--- config.mk ---
export PLATFORM = sky130hd
export DESIGN_NAME = sample_mean_std_error_unit
export DESIGN_NICKNAME = d
export VERILOG_FILES = /design/src/rtl/smse_pkg.sv /design/src/rtl/smse_front.sv /design/src/rtl/smse_job_fifo.sv /design/src/rtl/smse_back.sv /design/src/rtl/sample_mean_std_error_unit.sv
export SDC_FILE = /design/constraint.sdc
export NUM_CORES = 2
export LEC_CHECK = 0
export BUFFER_PORTS_ARGS = -buffer_cell sky130_fd_sc_hd__buf_2
export CAP_MARGIN = 20
export CORE_MARGIN = 2
export CORE_UTILIZATION = 60
export DETAILED_ROUTE_END_ITERATION = 10
export HOLD_SLACK_MARGIN = 0.05
export PLACE_DENSITY = 0.76
export SLEW_MARGIN = 5
export SYNTH_ARGS = -nofsm -noshare
export SYNTH_HDL_FRONTEND = slang
export SYNTH_SLANG_ARGS = --single-unit
export TNS_END_PERCENT = 10
--- constraint.sdc ---
create_clock -name clk_i -period 27.6 [get_ports clk_i]
set_input_delay 6.9 -clock clk_i [delete_from_list [all_inputs] [get_ports clk_i]]
set_output_delay 6.9 -clock clk_i [all_outputs]
set_load 0.05 [all_outputs]
--- src/rtl/smse_pkg.sv ---
// ---------------------------------------------------------------------------
// smse_pkg
// Widths, codes and payload types shared by the sample mean / error blocks.
// ---------------------------------------------------------------------------
package smse_pkg;

  localparam int COUNT_BITS = 16;
  localparam int SAMPLE_W   = 24;
  localparam int ERR_W      = 24;
  localparam int SUM_W      = SAMPLE_W + COUNT_BITS;
  localparam int SQ_W       = 64;
  localparam int SQP_W      = 2 * SAMPLE_W;
  localparam int VAR_W      = 2 * ERR_W;
  localparam int NUM_W      = COUNT_BITS + SQ_W;
  localparam int DEN_W      = 2 * COUNT_BITS;
  localparam int MPD_W      = SQ_W;
  localparam int MPR_W      = SUM_W;
  localparam int ACC_W      = (NUM_W > 2 * SUM_W) ? NUM_W : 2 * SUM_W;
  localparam int ITER_W     = $clog2(NUM_W);
  localparam int SR_W       = ERR_W + 2;
  localparam int JOB_DEPTH  = 2;  // power of two
  localparam int APB_AW     = 2;
  localparam int APB_DW     = 32;

  localparam logic [COUNT_BITS-1:0] CNT_MAX = '1;
  localparam logic [ERR_W-1:0]      ERR_MAX = '1;

  localparam logic [1:0] STATUS_OK     = 2'd0;
  localparam logic [1:0] STATUS_SINGLE = 2'd1;
  localparam logic [1:0] STATUS_OVF    = 2'd2;

  localparam logic [APB_AW-1:0] REG_JACKKNIFE = '0;

  typedef struct packed {
    logic signed [SAMPLE_W-1:0] sample;
    logic                       last;
  } smse_in_t;

  typedef struct packed {
    logic signed [SAMPLE_W-1:0] mean;
    logic [ERR_W-1:0]           error;
    logic [1:0]                 status;
  } smse_out_t;

  typedef struct packed {
    logic signed [SUM_W-1:0] sum;
    logic [SQ_W-1:0]         sumsq;
    logic [COUNT_BITS-1:0]   count;
  } smse_job_t;

  typedef struct packed {
    logic      valid;
    smse_job_t job;
  } smse_job_wr_t;

  typedef struct packed {
    logic      valid;
    smse_job_t job;
  } smse_job_rd_t;

endpackage

--- src/rtl/smse_front.sv ---
// ---------------------------------------------------------------------------
// smse_front
// Sample intake: square each sample, accumulate sum, sum of squares and
// count, and hand a closed set to the job queue.
// ---------------------------------------------------------------------------
module smse_front import smse_pkg::*; (
  input  logic         clk_i,
  input  logic         rst_ni,
  input  logic         push_i,
  input  smse_in_t     in_data_i,
  output logic         full_o,
  input  logic         job_full_i,
  output smse_job_wr_t job_wr_o
);

  logic                       st_v_q, st_v_d;
  logic signed [SAMPLE_W-1:0] st_s_q;
  logic [SQP_W-1:0]           st_sq_q;
  logic                       st_last_q;
  logic signed [SQP_W-1:0]    sq_prod;

  logic signed [SUM_W-1:0]    sum_q, sum_d, sum_nx;
  logic [SQ_W-1:0]            sumsq_q, sumsq_d, sumsq_nx;
  logic [COUNT_BITS-1:0]      cnt_q, cnt_d, cnt_nx;
  logic [SQ_W:0]              sq_add;
  logic                       take, advance, accept;

  assign sq_prod = in_data_i.sample * in_data_i.sample;

  assign advance = st_v_q & ~(st_last_q & job_full_i);
  assign full_o  = st_v_q & ~advance;
  assign accept  = push_i & ~full_o;

  always_comb begin
    st_v_d = st_v_q;
    if (accept) begin
      st_v_d = 1'b1;
    end else if (advance) begin
      st_v_d = 1'b0;
    end
  end

  // drop samples once the count is pinned at its maximum
  assign take   = (cnt_q != CNT_MAX);
  assign sq_add = {1'b0, sumsq_q} + (SQ_W+1)'(st_sq_q);

  always_comb begin
    sum_nx   = sum_q;
    sumsq_nx = sumsq_q;
    cnt_nx   = cnt_q;
    if (take) begin
      sum_nx   = sum_q + {{(SUM_W-SAMPLE_W){st_s_q[SAMPLE_W-1]}}, st_s_q};
      sumsq_nx = sq_add[SQ_W] ? '1 : sq_add[SQ_W-1:0];
      cnt_nx   = cnt_q + 1'b1;
    end
  end

  always_comb begin
    sum_d   = sum_q;
    sumsq_d = sumsq_q;
    cnt_d   = cnt_q;
    if (advance) begin
      if (st_last_q) begin
        sum_d   = '0;
        sumsq_d = '0;
        cnt_d   = '0;
      end else begin
        sum_d   = sum_nx;
        sumsq_d = sumsq_nx;
        cnt_d   = cnt_nx;
      end
    end
  end

  assign job_wr_o.valid     = advance & st_last_q;
  assign job_wr_o.job.sum   = sum_nx;
  assign job_wr_o.job.sumsq = sumsq_nx;
  assign job_wr_o.job.count = cnt_nx;

  always_ff @(posedge clk_i or negedge rst_ni) begin
    if (!rst_ni) begin
      st_v_q  <= 1'b0;
      sum_q   <= '0;
      sumsq_q <= '0;
      cnt_q   <= '0;
    end else begin
      st_v_q  <= st_v_d;
      sum_q   <= sum_d;
      sumsq_q <= sumsq_d;
      cnt_q   <= cnt_d;
    end
  end

  always_ff @(posedge clk_i) begin
    if (accept) begin
      st_s_q    <= in_data_i.sample;
      st_sq_q   <= sq_prod;
      st_last_q <= in_data_i.last;
    end
  end

endmodule

--- src/rtl/smse_job_fifo.sv ---
// ---------------------------------------------------------------------------
// smse_job_fifo
// Short queue of closed sets between intake and the arithmetic back end.
// ---------------------------------------------------------------------------
module smse_job_fifo import smse_pkg::*; (
  input  logic         clk_i,
  input  logic         rst_ni,
  input  smse_job_wr_t job_wr_i,
  output logic         full_o,
  input  logic         pop_i,
  output smse_job_rd_t job_rd_o
);

  localparam int PTR_W = $clog2(JOB_DEPTH);

  smse_job_t        mem_q [JOB_DEPTH];
  logic [PTR_W-1:0] wr_ptr_q, wr_ptr_d, rd_ptr_q, rd_ptr_d;
  logic [PTR_W:0]   fill_q, fill_d;
  logic             wr_en, rd_en;

  assign full_o = (fill_q == (PTR_W+1)'(JOB_DEPTH));
  assign wr_en  = job_wr_i.valid & ~full_o;
  assign rd_en  = pop_i & job_rd_o.valid;

  assign job_rd_o.valid = (fill_q != '0);
  assign job_rd_o.job   = mem_q[rd_ptr_q];

  always_comb begin
    wr_ptr_d = wr_en ? wr_ptr_q + 1'b1 : wr_ptr_q;
    rd_ptr_d = rd_en ? rd_ptr_q + 1'b1 : rd_ptr_q;
    fill_d   = fill_q;
    if (wr_en && !rd_en) begin
      fill_d = fill_q + 1'b1;
    end else if (rd_en && !wr_en) begin
      fill_d = fill_q - 1'b1;
    end
  end

  always_ff @(posedge clk_i or negedge rst_ni) begin
    if (!rst_ni) begin
      wr_ptr_q <= '0;
      rd_ptr_q <= '0;
      fill_q   <= '0;
    end else begin
      wr_ptr_q <= wr_ptr_d;
      rd_ptr_q <= rd_ptr_d;
      fill_q   <= fill_d;
    end
  end

  always_ff @(posedge clk_i) begin
    if (wr_en) begin
      mem_q[wr_ptr_q] <= job_wr_i.job;
    end
  end

endmodule

--- src/rtl/smse_back.sv ---
// ---------------------------------------------------------------------------
// smse_back
// Per-set arithmetic: mean by shift-subtract division, the variance
// numerator and denominator by shift-add multiplication, the variance by
// a second division and the error by a digit-by-digit square root.
// ---------------------------------------------------------------------------
module smse_back import smse_pkg::*; (
  input  logic         clk_i,
  input  logic         rst_ni,
  input  logic         jackknife_i,
  input  smse_job_rd_t job_rd_i,
  output logic         job_pop_o,
  input  logic         pop_i,
  output logic         empty_o,
  output smse_out_t    out_data_o
);

  typedef enum logic [6:0] {
    ST_IDLE = 7'b0000001,
    ST_MDIV = 7'b0000010,
    ST_MUL  = 7'b0000100,
    ST_SUB  = 7'b0001000,
    ST_VDIV = 7'b0010000,
    ST_SQRT = 7'b0100000,
    ST_DONE = 7'b1000000
  } back_state_e;

  typedef enum logic [1:0] {
    MUL_DEN = 2'd0,
    MUL_A   = 2'd1,
    MUL_B   = 2'd2
  } mul_op_e;

  back_state_e state_q, state_d;
  mul_op_e     mul_op_q, mul_op_d;
  logic        out_v_q, out_v_d;

  logic [ITER_W-1:0]          cnt_q, cnt_d;
  logic                       neg_q, neg_d, ovf_q, ovf_d;
  logic [COUNT_BITS-1:0]      n_q, n_d;
  logic [SQ_W-1:0]            sumsq_q, sumsq_d;
  logic [SUM_W-1:0]           mag_q, mag_d;
  logic [DEN_W-1:0]           den_q, den_d;
  logic [NUM_W-1:0]           a_q, a_d;
  logic [ACC_W-1:0]           acc_q, acc_d;
  logic [MPD_W-1:0]           mpd_q, mpd_d;
  logic [MPR_W-1:0]           mpr_q, mpr_d;
  logic [NUM_W-1:0]           dvd_q, dvd_d;
  logic [DEN_W-1:0]           dvs_q, dvs_d, rem_q, rem_d;
  logic [VAR_W-1:0]           x_q, x_d;
  logic [ERR_W-1:0]           root_q, root_d, err_q, err_d;
  logic [SR_W-1:0]            srem_q, srem_d;
  logic signed [SAMPLE_W-1:0] mean_q, mean_d;
  smse_out_t                  out_q, out_d;

  // shift-subtract division step
  logic [DEN_W:0]    rem_sh, rem_sub;
  logic              div_ge;
  logic [DEN_W-1:0]  rem_nx;
  logic [NUM_W-1:0]  dvd_nx;
  // shift-add multiplication step
  logic [ACC_W-1:0]  acc_nx;
  logic [MPR_W-1:0]  mpr_nx;
  // variance numerator
  logic [ACC_W:0]    num_full;
  logic [NUM_W-1:0]  num;
  // square root step
  logic [SR_W+1:0]   sr_sh, sr_trial, sr_sub;
  logic              sq_ge;
  logic [SR_W-1:0]   srem_nx;
  logic [ERR_W-1:0]  root_nx;
  // job load
  logic [SUM_W-1:0]  job_mag;
  logic              job_neg;
  logic              cnt_zero;
  logic [SAMPLE_W-1:0] q_lo;

  assign rem_sh  = {rem_q, dvd_q[NUM_W-1]};
  assign rem_sub = rem_sh - {1'b0, dvs_q};
  assign div_ge  = ~rem_sub[DEN_W];
  assign rem_nx  = div_ge ? rem_sub[DEN_W-1:0] : rem_sh[DEN_W-1:0];
  assign dvd_nx  = {dvd_q[NUM_W-2:0], div_ge};

  assign acc_nx = {acc_q[ACC_W-2:0], 1'b0} + (mpr_q[MPR_W-1] ? ACC_W'(mpd_q) : '0);
  assign mpr_nx = {mpr_q[MPR_W-2:0], 1'b0};

  assign num_full = {1'b0, ACC_W'(a_q)} - {1'b0, acc_q};
  assign num      = num_full[ACC_W] ? '0 : num_full[NUM_W-1:0];

  assign sr_sh    = {srem_q, x_q[VAR_W-1 -: 2]};
  assign sr_trial = {2'b00, root_q, 2'b01};
  assign sr_sub   = sr_sh - sr_trial;
  assign sq_ge    = (sr_sh >= sr_trial);
  assign srem_nx  = sq_ge ? sr_sub[SR_W-1:0] : sr_sh[SR_W-1:0];
  assign root_nx  = {root_q[ERR_W-2:0], sq_ge};

  assign job_neg  = job_rd_i.job.sum[SUM_W-1];
  assign job_mag  = job_neg ? SUM_W'(0) - job_rd_i.job.sum : job_rd_i.job.sum;
  assign cnt_zero = (cnt_q == '0);
  assign q_lo     = dvd_nx[SAMPLE_W-1:0];

  assign job_pop_o  = (state_q == ST_IDLE) & job_rd_i.valid;
  assign empty_o    = ~out_v_q;
  assign out_data_o = out_q;

  always_comb begin
    state_d  = state_q;
    mul_op_d = mul_op_q;
    out_v_d  = out_v_q;
    cnt_d    = cnt_q;
    neg_d    = neg_q;
    ovf_d    = ovf_q;
    n_d      = n_q;
    sumsq_d  = sumsq_q;
    mag_d    = mag_q;
    den_d    = den_q;
    a_d      = a_q;
    acc_d    = acc_q;
    mpd_d    = mpd_q;
    mpr_d    = mpr_q;
    dvd_d    = dvd_q;
    dvs_d    = dvs_q;
    rem_d    = rem_q;
    x_d      = x_q;
    root_d   = root_q;
    srem_d   = srem_q;
    err_d    = err_q;
    mean_d   = mean_q;
    out_d    = out_q;

    if (pop_i) begin
      out_v_d = 1'b0;
    end

    case (state_q)
      ST_IDLE: begin
        if (job_rd_i.valid) begin
          neg_d   = job_neg;
          mag_d   = job_mag;
          n_d     = job_rd_i.job.count;
          sumsq_d = job_rd_i.job.sumsq;
          ovf_d   = (job_rd_i.job.count == CNT_MAX) | (&job_rd_i.job.sumsq);
          dvd_d   = NUM_W'(job_mag);
          dvs_d   = DEN_W'(job_rd_i.job.count);
          rem_d   = '0;
          cnt_d   = ITER_W'(NUM_W - 1);
          state_d = ST_MDIV;
        end
      end
      ST_MDIV: begin
        dvd_d = dvd_nx;
        rem_d = rem_nx;
        cnt_d = cnt_q - 1'b1;
        if (cnt_zero) begin
          mean_d = neg_q ? SAMPLE_W'(0) - q_lo : q_lo;
          if (n_q < COUNT_BITS'(2)) begin
            err_d   = '0;
            state_d = ST_DONE;
          end else begin
            mul_op_d = MUL_DEN;
            acc_d    = '0;
            mpd_d    = jackknife_i ? MPD_W'(1) : MPD_W'(n_q - 1'b1);
            mpr_d    = MPR_W'(n_q);
            cnt_d    = ITER_W'(MPR_W - 1);
            state_d  = ST_MUL;
          end
        end
      end
      ST_MUL: begin
        acc_d = acc_nx;
        mpr_d = mpr_nx;
        cnt_d = cnt_q - 1'b1;
        if (cnt_zero) begin
          cnt_d = ITER_W'(MPR_W - 1);
          case (mul_op_q)
            MUL_DEN: begin
              den_d    = acc_nx[DEN_W-1:0];
              acc_d    = '0;
              mpd_d    = sumsq_q;
              mpr_d    = MPR_W'(n_q);
              mul_op_d = MUL_A;
            end
            MUL_A: begin
              a_d      = acc_nx[NUM_W-1:0];
              acc_d    = '0;
              mpd_d    = MPD_W'(mag_q);
              mpr_d    = mag_q;
              mul_op_d = MUL_B;
            end
            default: begin
              state_d = ST_SUB;
            end
          endcase
        end
      end
      ST_SUB: begin
        // a negative numerator only follows a pinned square sum: clamp to zero
        dvd_d   = num;
        dvs_d   = den_q;
        rem_d   = '0;
        cnt_d   = ITER_W'(NUM_W - 1);
        state_d = ST_VDIV;
      end
      ST_VDIV: begin
        dvd_d = dvd_nx;
        rem_d = rem_nx;
        cnt_d = cnt_q - 1'b1;
        if (cnt_zero) begin
          if (|dvd_nx[NUM_W-1:VAR_W]) begin
            err_d   = ERR_MAX;
            ovf_d   = 1'b1;
            state_d = ST_DONE;
          end else begin
            x_d     = dvd_nx[VAR_W-1:0];
            root_d  = '0;
            srem_d  = '0;
            cnt_d   = ITER_W'(ERR_W - 1);
            state_d = ST_SQRT;
          end
        end
      end
      ST_SQRT: begin
        x_d    = {x_q[VAR_W-3:0], 2'b00};
        root_d = root_nx;
        srem_d = srem_nx;
        cnt_d  = cnt_q - 1'b1;
        if (cnt_zero) begin
          err_d   = root_nx;
          state_d = ST_DONE;
        end
      end
      ST_DONE: begin
        if (!out_v_q || pop_i) begin
          out_d.mean  = mean_q;
          out_d.error = err_q;
          if (ovf_q) begin
            out_d.status = STATUS_OVF;
          end else if (n_q < COUNT_BITS'(2)) begin
            out_d.status = STATUS_SINGLE;
          end else begin
            out_d.status = STATUS_OK;
          end
          out_v_d = 1'b1;
          state_d = ST_IDLE;
        end
      end
      default: begin
        state_d = ST_IDLE;
      end
    endcase
  end

  always_ff @(posedge clk_i or negedge rst_ni) begin
    if (!rst_ni) begin
      state_q  <= ST_IDLE;
      mul_op_q <= MUL_DEN;
      out_v_q  <= 1'b0;
      cnt_q    <= '0;
    end else begin
      state_q  <= state_d;
      mul_op_q <= mul_op_d;
      out_v_q  <= out_v_d;
      cnt_q    <= cnt_d;
    end
  end

  always_ff @(posedge clk_i) begin
    neg_q   <= neg_d;
    ovf_q   <= ovf_d;
    n_q     <= n_d;
    sumsq_q <= sumsq_d;
    mag_q   <= mag_d;
    den_q   <= den_d;
    a_q     <= a_d;
    acc_q   <= acc_d;
    mpd_q   <= mpd_d;
    mpr_q   <= mpr_d;
    dvd_q   <= dvd_d;
    dvs_q   <= dvs_d;
    rem_q   <= rem_d;
    x_q     <= x_d;
    root_q  <= root_d;
    srem_q  <= srem_d;
    err_q   <= err_d;
    mean_q  <= mean_d;
    out_q   <= out_d;
  end

endmodule

--- src/rtl/sample_mean_std_error_unit.sv ---
// ---------------------------------------------------------------------------
// sample_mean_std_error_unit
// Streams signed Q.12 samples in sets and returns, per set, the mean and
// the standard-deviation error with a status code.
//
// Input queue side: drive in_data_i with push; a beat moves when push is
// high and full is low. in_data_i.last closes the current set.
// Result queue side: a result waits on out_data_o while empty is low and
// leaves when pop is high. One result per set, in set order.
// Intake takes one sample per cycle while full is low. Each closed set
// goes into a two-entry job queue; the back end works one set at a time
// (two 80-step divisions, three 40-step multiplications, a 24-step
// square root; a single-sample set needs only the first division).
// The shift-subtract divider sets the pace of the back end.
// When pop stays low, the finished result holds and the back end waits
// with the next one; the job queue then fills and full rises on the next
// set-closing beat, while samples inside a set still stream.
// Reset clears the accumulators, the queues and jackknife_mode.
// Configuration: APB register 0 (byte address 0) holds jackknife_mode.
// ---------------------------------------------------------------------------
module sample_mean_std_error_unit import smse_pkg::*; (
  input  logic              clk_i,
  input  logic              rst_ni,
  // sample queue
  input  logic              push,
  output logic              full,
  input  smse_in_t          in_data_i,
  // result queue
  output logic              empty,
  input  logic              pop,
  output smse_out_t         out_data_o,
  // configuration
  input  logic              psel,
  input  logic              penable,
  input  logic              pwrite,
  input  logic [APB_AW-1:0] paddr,
  input  logic [APB_DW-1:0] pwdata,
  output logic [APB_DW-1:0] prdata,
  output logic              pready
);

  logic         jackknife_q, jackknife_d;
  logic         cfg_wr;
  smse_job_wr_t job_wr;
  smse_job_rd_t job_rd;
  logic         job_full;
  logic         job_pop;

  // ---- configuration register ----
  // pready stays high: every access completes in its access cycle
  assign pready = 1'b1;
  assign cfg_wr = psel & penable & pwrite & pready;

  always_comb begin
    jackknife_d = jackknife_q;
    // drop writes to addresses that hold no register
    if (cfg_wr && (paddr == REG_JACKKNIFE)) begin
      jackknife_d = pwdata[0];
    end
  end

  assign prdata = (paddr == REG_JACKKNIFE) ? APB_DW'(jackknife_q) : '0;

  always_ff @(posedge clk_i or negedge rst_ni) begin
    if (!rst_ni) begin
      jackknife_q <= 1'b0;
    end else begin
      jackknife_q <= jackknife_d;
    end
  end

  // ---- front: square and accumulate, one sample per cycle while full is low ----
  smse_front u_front (
    .clk_i      (clk_i),
    .rst_ni     (rst_ni),
    .push_i     (push),
    .in_data_i  (in_data_i),
    .full_o     (full),
    .job_full_i (job_full),
    .job_wr_o   (job_wr)
  );

  // ---- job queue: decouples intake from the arithmetic ----
  smse_job_fifo u_job_fifo (
    .clk_i    (clk_i),
    .rst_ni   (rst_ni),
    .job_wr_i (job_wr),
    .full_o   (job_full),
    .pop_i    (job_pop),
    .job_rd_o (job_rd)
  );

  // ---- back: mean, variance, root and the result register ----
  smse_back u_back (
    .clk_i       (clk_i),
    .rst_ni      (rst_ni),
    .jackknife_i (jackknife_q),
    .job_rd_i    (job_rd),
    .job_pop_o   (job_pop),
    .pop_i       (pop),
    .empty_o     (empty),
    .out_data_o  (out_data_o)
  );

endmodule

==> key figures <==
Run status
  • Outcome: finished clean

Setup path
  • Crit path arrival time: 15.23 ns
  • Worst path required time: 28.09 ns
  • Startpoint Class: input port
  • Endpoint class of the critical path: register
  • Kind of critical path: input port to register
  • CP max FO: 26
  • Worst R2R Setup Slack: 21.69 ns

Clock network
  • Hold_buf cts: 0
  • CTS tree: built
  • Clk pin slew, worst setup/hold paths: 0.06 ns
  • TritonCTS sink count: 1212
  • CTS H-tree lvls: 3
  • Later-pin clock latency in the skew report: 0.76 ns
  • Setup bufs post-CTS: 0
  • Clock buffer depth: 3
  • Root Buffer Master: clkbuf_16
  • Post-CTS sizing: 0
  • Cts bufs inserted: 119

Synthesis
  • Mux share of post-synthesis cell area: 2.51%
  • Post-Synth Adder-Cell Area: 19.9%
  • Synth top area cells: edfxtp_1 (38%), fa_1 (13%), ha_1 (6.4%), inv_1 (4.4%), dfrtp_1 (4.2%)
  • Area leader, netlist: edfxtp_1
  • Ys Warns: 0
  • Synth Register Bits: 1212
  • Main combinational cell family by area after synthesis: adder cells
  • Unique cell type count in the Yosys netlist: 101
  • Post-synth EDFFs: 1069
  • Post-Synthesis Cells: 7983
  • Ys async rst share: 11.8%
  • Simple-gate share of the synthesized area: 12.1%
  • Ys flop type: edfxtp_1
  • Synthesized area: 0.0847 sq mm
  • Syn Area/Cell: 10.6 sq um
  • Top cell type's share of synthesized area: 37.9%
  • Sequential area share after synthesis: 42.1%
  • Compound-cell area share of the yosys netlist: 12.8%
  • Post-Synth XOR/XNOR Area: 4.33%

Layout
  • Layout overhead on the synthesized area: 7.25%
  • Layout cells sized above 1: 6.56%
  • Fin nets: 9006

Placed design
  • Placer Congestion: 0.980
  • Hpwl dp: 158 mm
  • I/O Buffers: 87

Global route
  • Vias in the first global route: 59682
  • Fraction of met2 tracks used by global routing: 47.9%
  • Largest net degree at the start of global routing: 91
  • Global-route wire length before repair: 327 mm
  • Tot GR Track Use: 28.6%
  • GR Util met1: 38.0%
  • Initial antenna violation count: 7
  • GRT Residual Overflow: 0
  • Gr busiest metal: met2
  • GRT met3 Usage: 3.80%

Route
  • Detailed Routing Iterations Pass 1: 7
  • Vias: 59099
  • Vias per cell: 5.96
  • WL/cell: 20.9 um
  • Residual DRC: 0
  • Final ANT Viol Nets: 0
  • Routed Wire Length: 207 mm
  • 1st-iter DRT viols: 4743

STA
  • Slew @ Worst Pin: 1.41 ns
  • Unrepaired setup endpoints after global routing: false
  • Rel. slew slack: 6.00%
  • Worst clock skew: 0.0370 ns
  • Final setup viols: 0
  • Final min period: 14.74 ns
  • Fin crit share: 53.4%
  • Count of pins over their slew limit: 0
  • TNS Setup: 0 ns
  • Max Fclk: 0.0679 GHz
  • Hold Violations, Final: 0

Floorplan
  • DIE WIDTH: 380 um
  • Die span in y: 380 um
  • Rows: 137
  • Initial core utilization: 60.5%
  • Overall die area: 0.144 sq mm
  • Core footprint: 0.140 sq mm
  • IO Pins: 151

Flow run
  • Max-cap violations: 0

Hold path
  • HP Class: register to register
## sequential cells by signal, indices dropped and copies added, names as in the netlist, 47 cells and up
| signal | count |
|---|---|
| u_back.sumsq_q | 64 |
| u_back.x_q | 48 |
| u_job_fifo.mem_q | 240 |
| u_back.out_data_o | 50 |
| u_back.a_q | 80 |
| u_back.acc_q | 80 |
| u_back.dvd_q | 80 |
| u_back.mpd_q | 64 |
| u_front.sumsq_q | 64 |
| u_front.st_sq_q | 47 |
## synthesized netlist by cell type (18+ instances only)
| cell | number |
|---|---|
| edfxtp_1 | 1069 |
| inv_1 | 995 |
| nand2_1 | 786 |
| fa_1 | 568 |
| ha_1 | 435 |
| nor2_1 | 428 |
| a21oi_1 | 426 |
| o21ai_0 | 390 |
| and2_1 | 276 |
| clkbuf_1 | 269 |
| xnor2_1 | 269 |
| a21o_1 | 215 |
| xor2_1 | 150 |
| dfrtp_1 | 142 |
| mux2i_1 | 112 |
| nand4_1 | 108 |
| a22o_1 | 104 |
| nor3_1 | 101 |
| nand3_1 | 92 |
| mux2_2 | 89 |
| nand2b_1 | 66 |
| o21bai_1 | 66 |
| nor2b_1 | 60 |
| and3_1 | 53 |
| a31oi_1 | 50 |
| o21a_1 | 40 |
| a22oi_1 | 38 |
| buf_4 | 36 |
| buf_2 | 35 |
| or3_1 | 34 |
| nor4_1 | 32 |
| a211oi_1 | 29 |
| o31ai_1 | 25 |
| o22ai_1 | 21 |
| o211ai_1 | 20 |
| nor3b_1 | 18 |
## per-layer routing
layer	wire length [um]	vias up
met5	11	-
met4	8550	2
met3	13300	398
met2	100000	1993
met1	85300	29137
li1	-	27569
## critical path, stage by stage
cell,delay (ns)
buf_2,0.62
nand2_1,0.23
inv_1,0.13
fa_1,0.57
fa_1,0.89
inv_1,0.23
fa_1,0.77
inv_1,0.34
fa_1,0.64
fa_1,0.45
fa_1,0.54
inv_1,0.05
fa_1,0.53
inv_1,0.04
ha_1,0.38
nand2_1,0.10
or4_1,0.56
a21oi_1,0.24
o2111ai_1,0.16
a41oi_1,0.45
mux2i_1,0.25
nand4_1,0.09
## metrics by stage
stage	setup slack (ns)	cell area (sq um)	instances	hold WS (ns)	utilization [%]
6_report	12.86	90800	9920	0.419	64.9
5_1_grt	12.33	90800	9916	0.422	64.9
4_1_cts	12.91	90700	9910	0.419	64.9
3_5_place_dp	12.12	86700	9687	0.405	62.0
3_3_place_gp	12.22	86700	9684	0.402	62.0
2_1_floorplan	13.17	84800	8013	0.400	-
## path summary, 6_finish.rpt
kind / from / to / cells after the start
min in group asynchronous: rst_ni / u_front.cnt_q[0] / 1
max: in_data_i[2] / u_front.st_sq_q[47] / 22
min reg2reg: u_back.err_q[2] / u_back.out_data_o[4] / 0
min: u_back.err_q[2] / u_back.out_data_o[4] / 0
max in group asynchronous: rst_ni / u_front.sumsq_q[60] / 2
max reg2reg: u_back.dvd_q[79] / u_back.mean_q[18] / 20
## final cells by class
class	instances	area [sq um]
inverter	995	3740
sequential	1212	35700
multi-input combinational	5448	44000
antenna	5	12.5
fill	10883	49100
clock inverter	79	857
tap	1876	2350
clock buffer	144	3140
timing repair buffer	161	1040
## cell families after synthesis
family | Yosys count
AND/OR/NAND/NOR | 2137
AO/OA/AOI/OAI | 1656
buffers and inverters | 1353
flip-flops | 1212
adder cells (fa/ha/maj) | 1003
XOR/XNOR | 419
multiplexers | 201
other | 2
## cell usage in the layout (no fill, tap or decap), types with 87 or more instances in the layout
cell type and n:
a22o_1 104, xor2_1 150, a21o_1 215, o21ai_0 388, nor3_1 98, clkbuf_16 120
mux2_2 89, a21oi_1 425, buf_2 87, dfrtp_1 141, inv_1 993, nand2_1 783
mux2i_1 111, ha_1 435, nor2_1 420, nand3_1 92, edfxtp_1 1069, xnor2_1 269
fa_1 568, and2_1 275, nand4_1 108
Power is left out: the tool's default activity adds up to more than one toggle a clock period on the data nets, which glitch-free logic cannot reach.
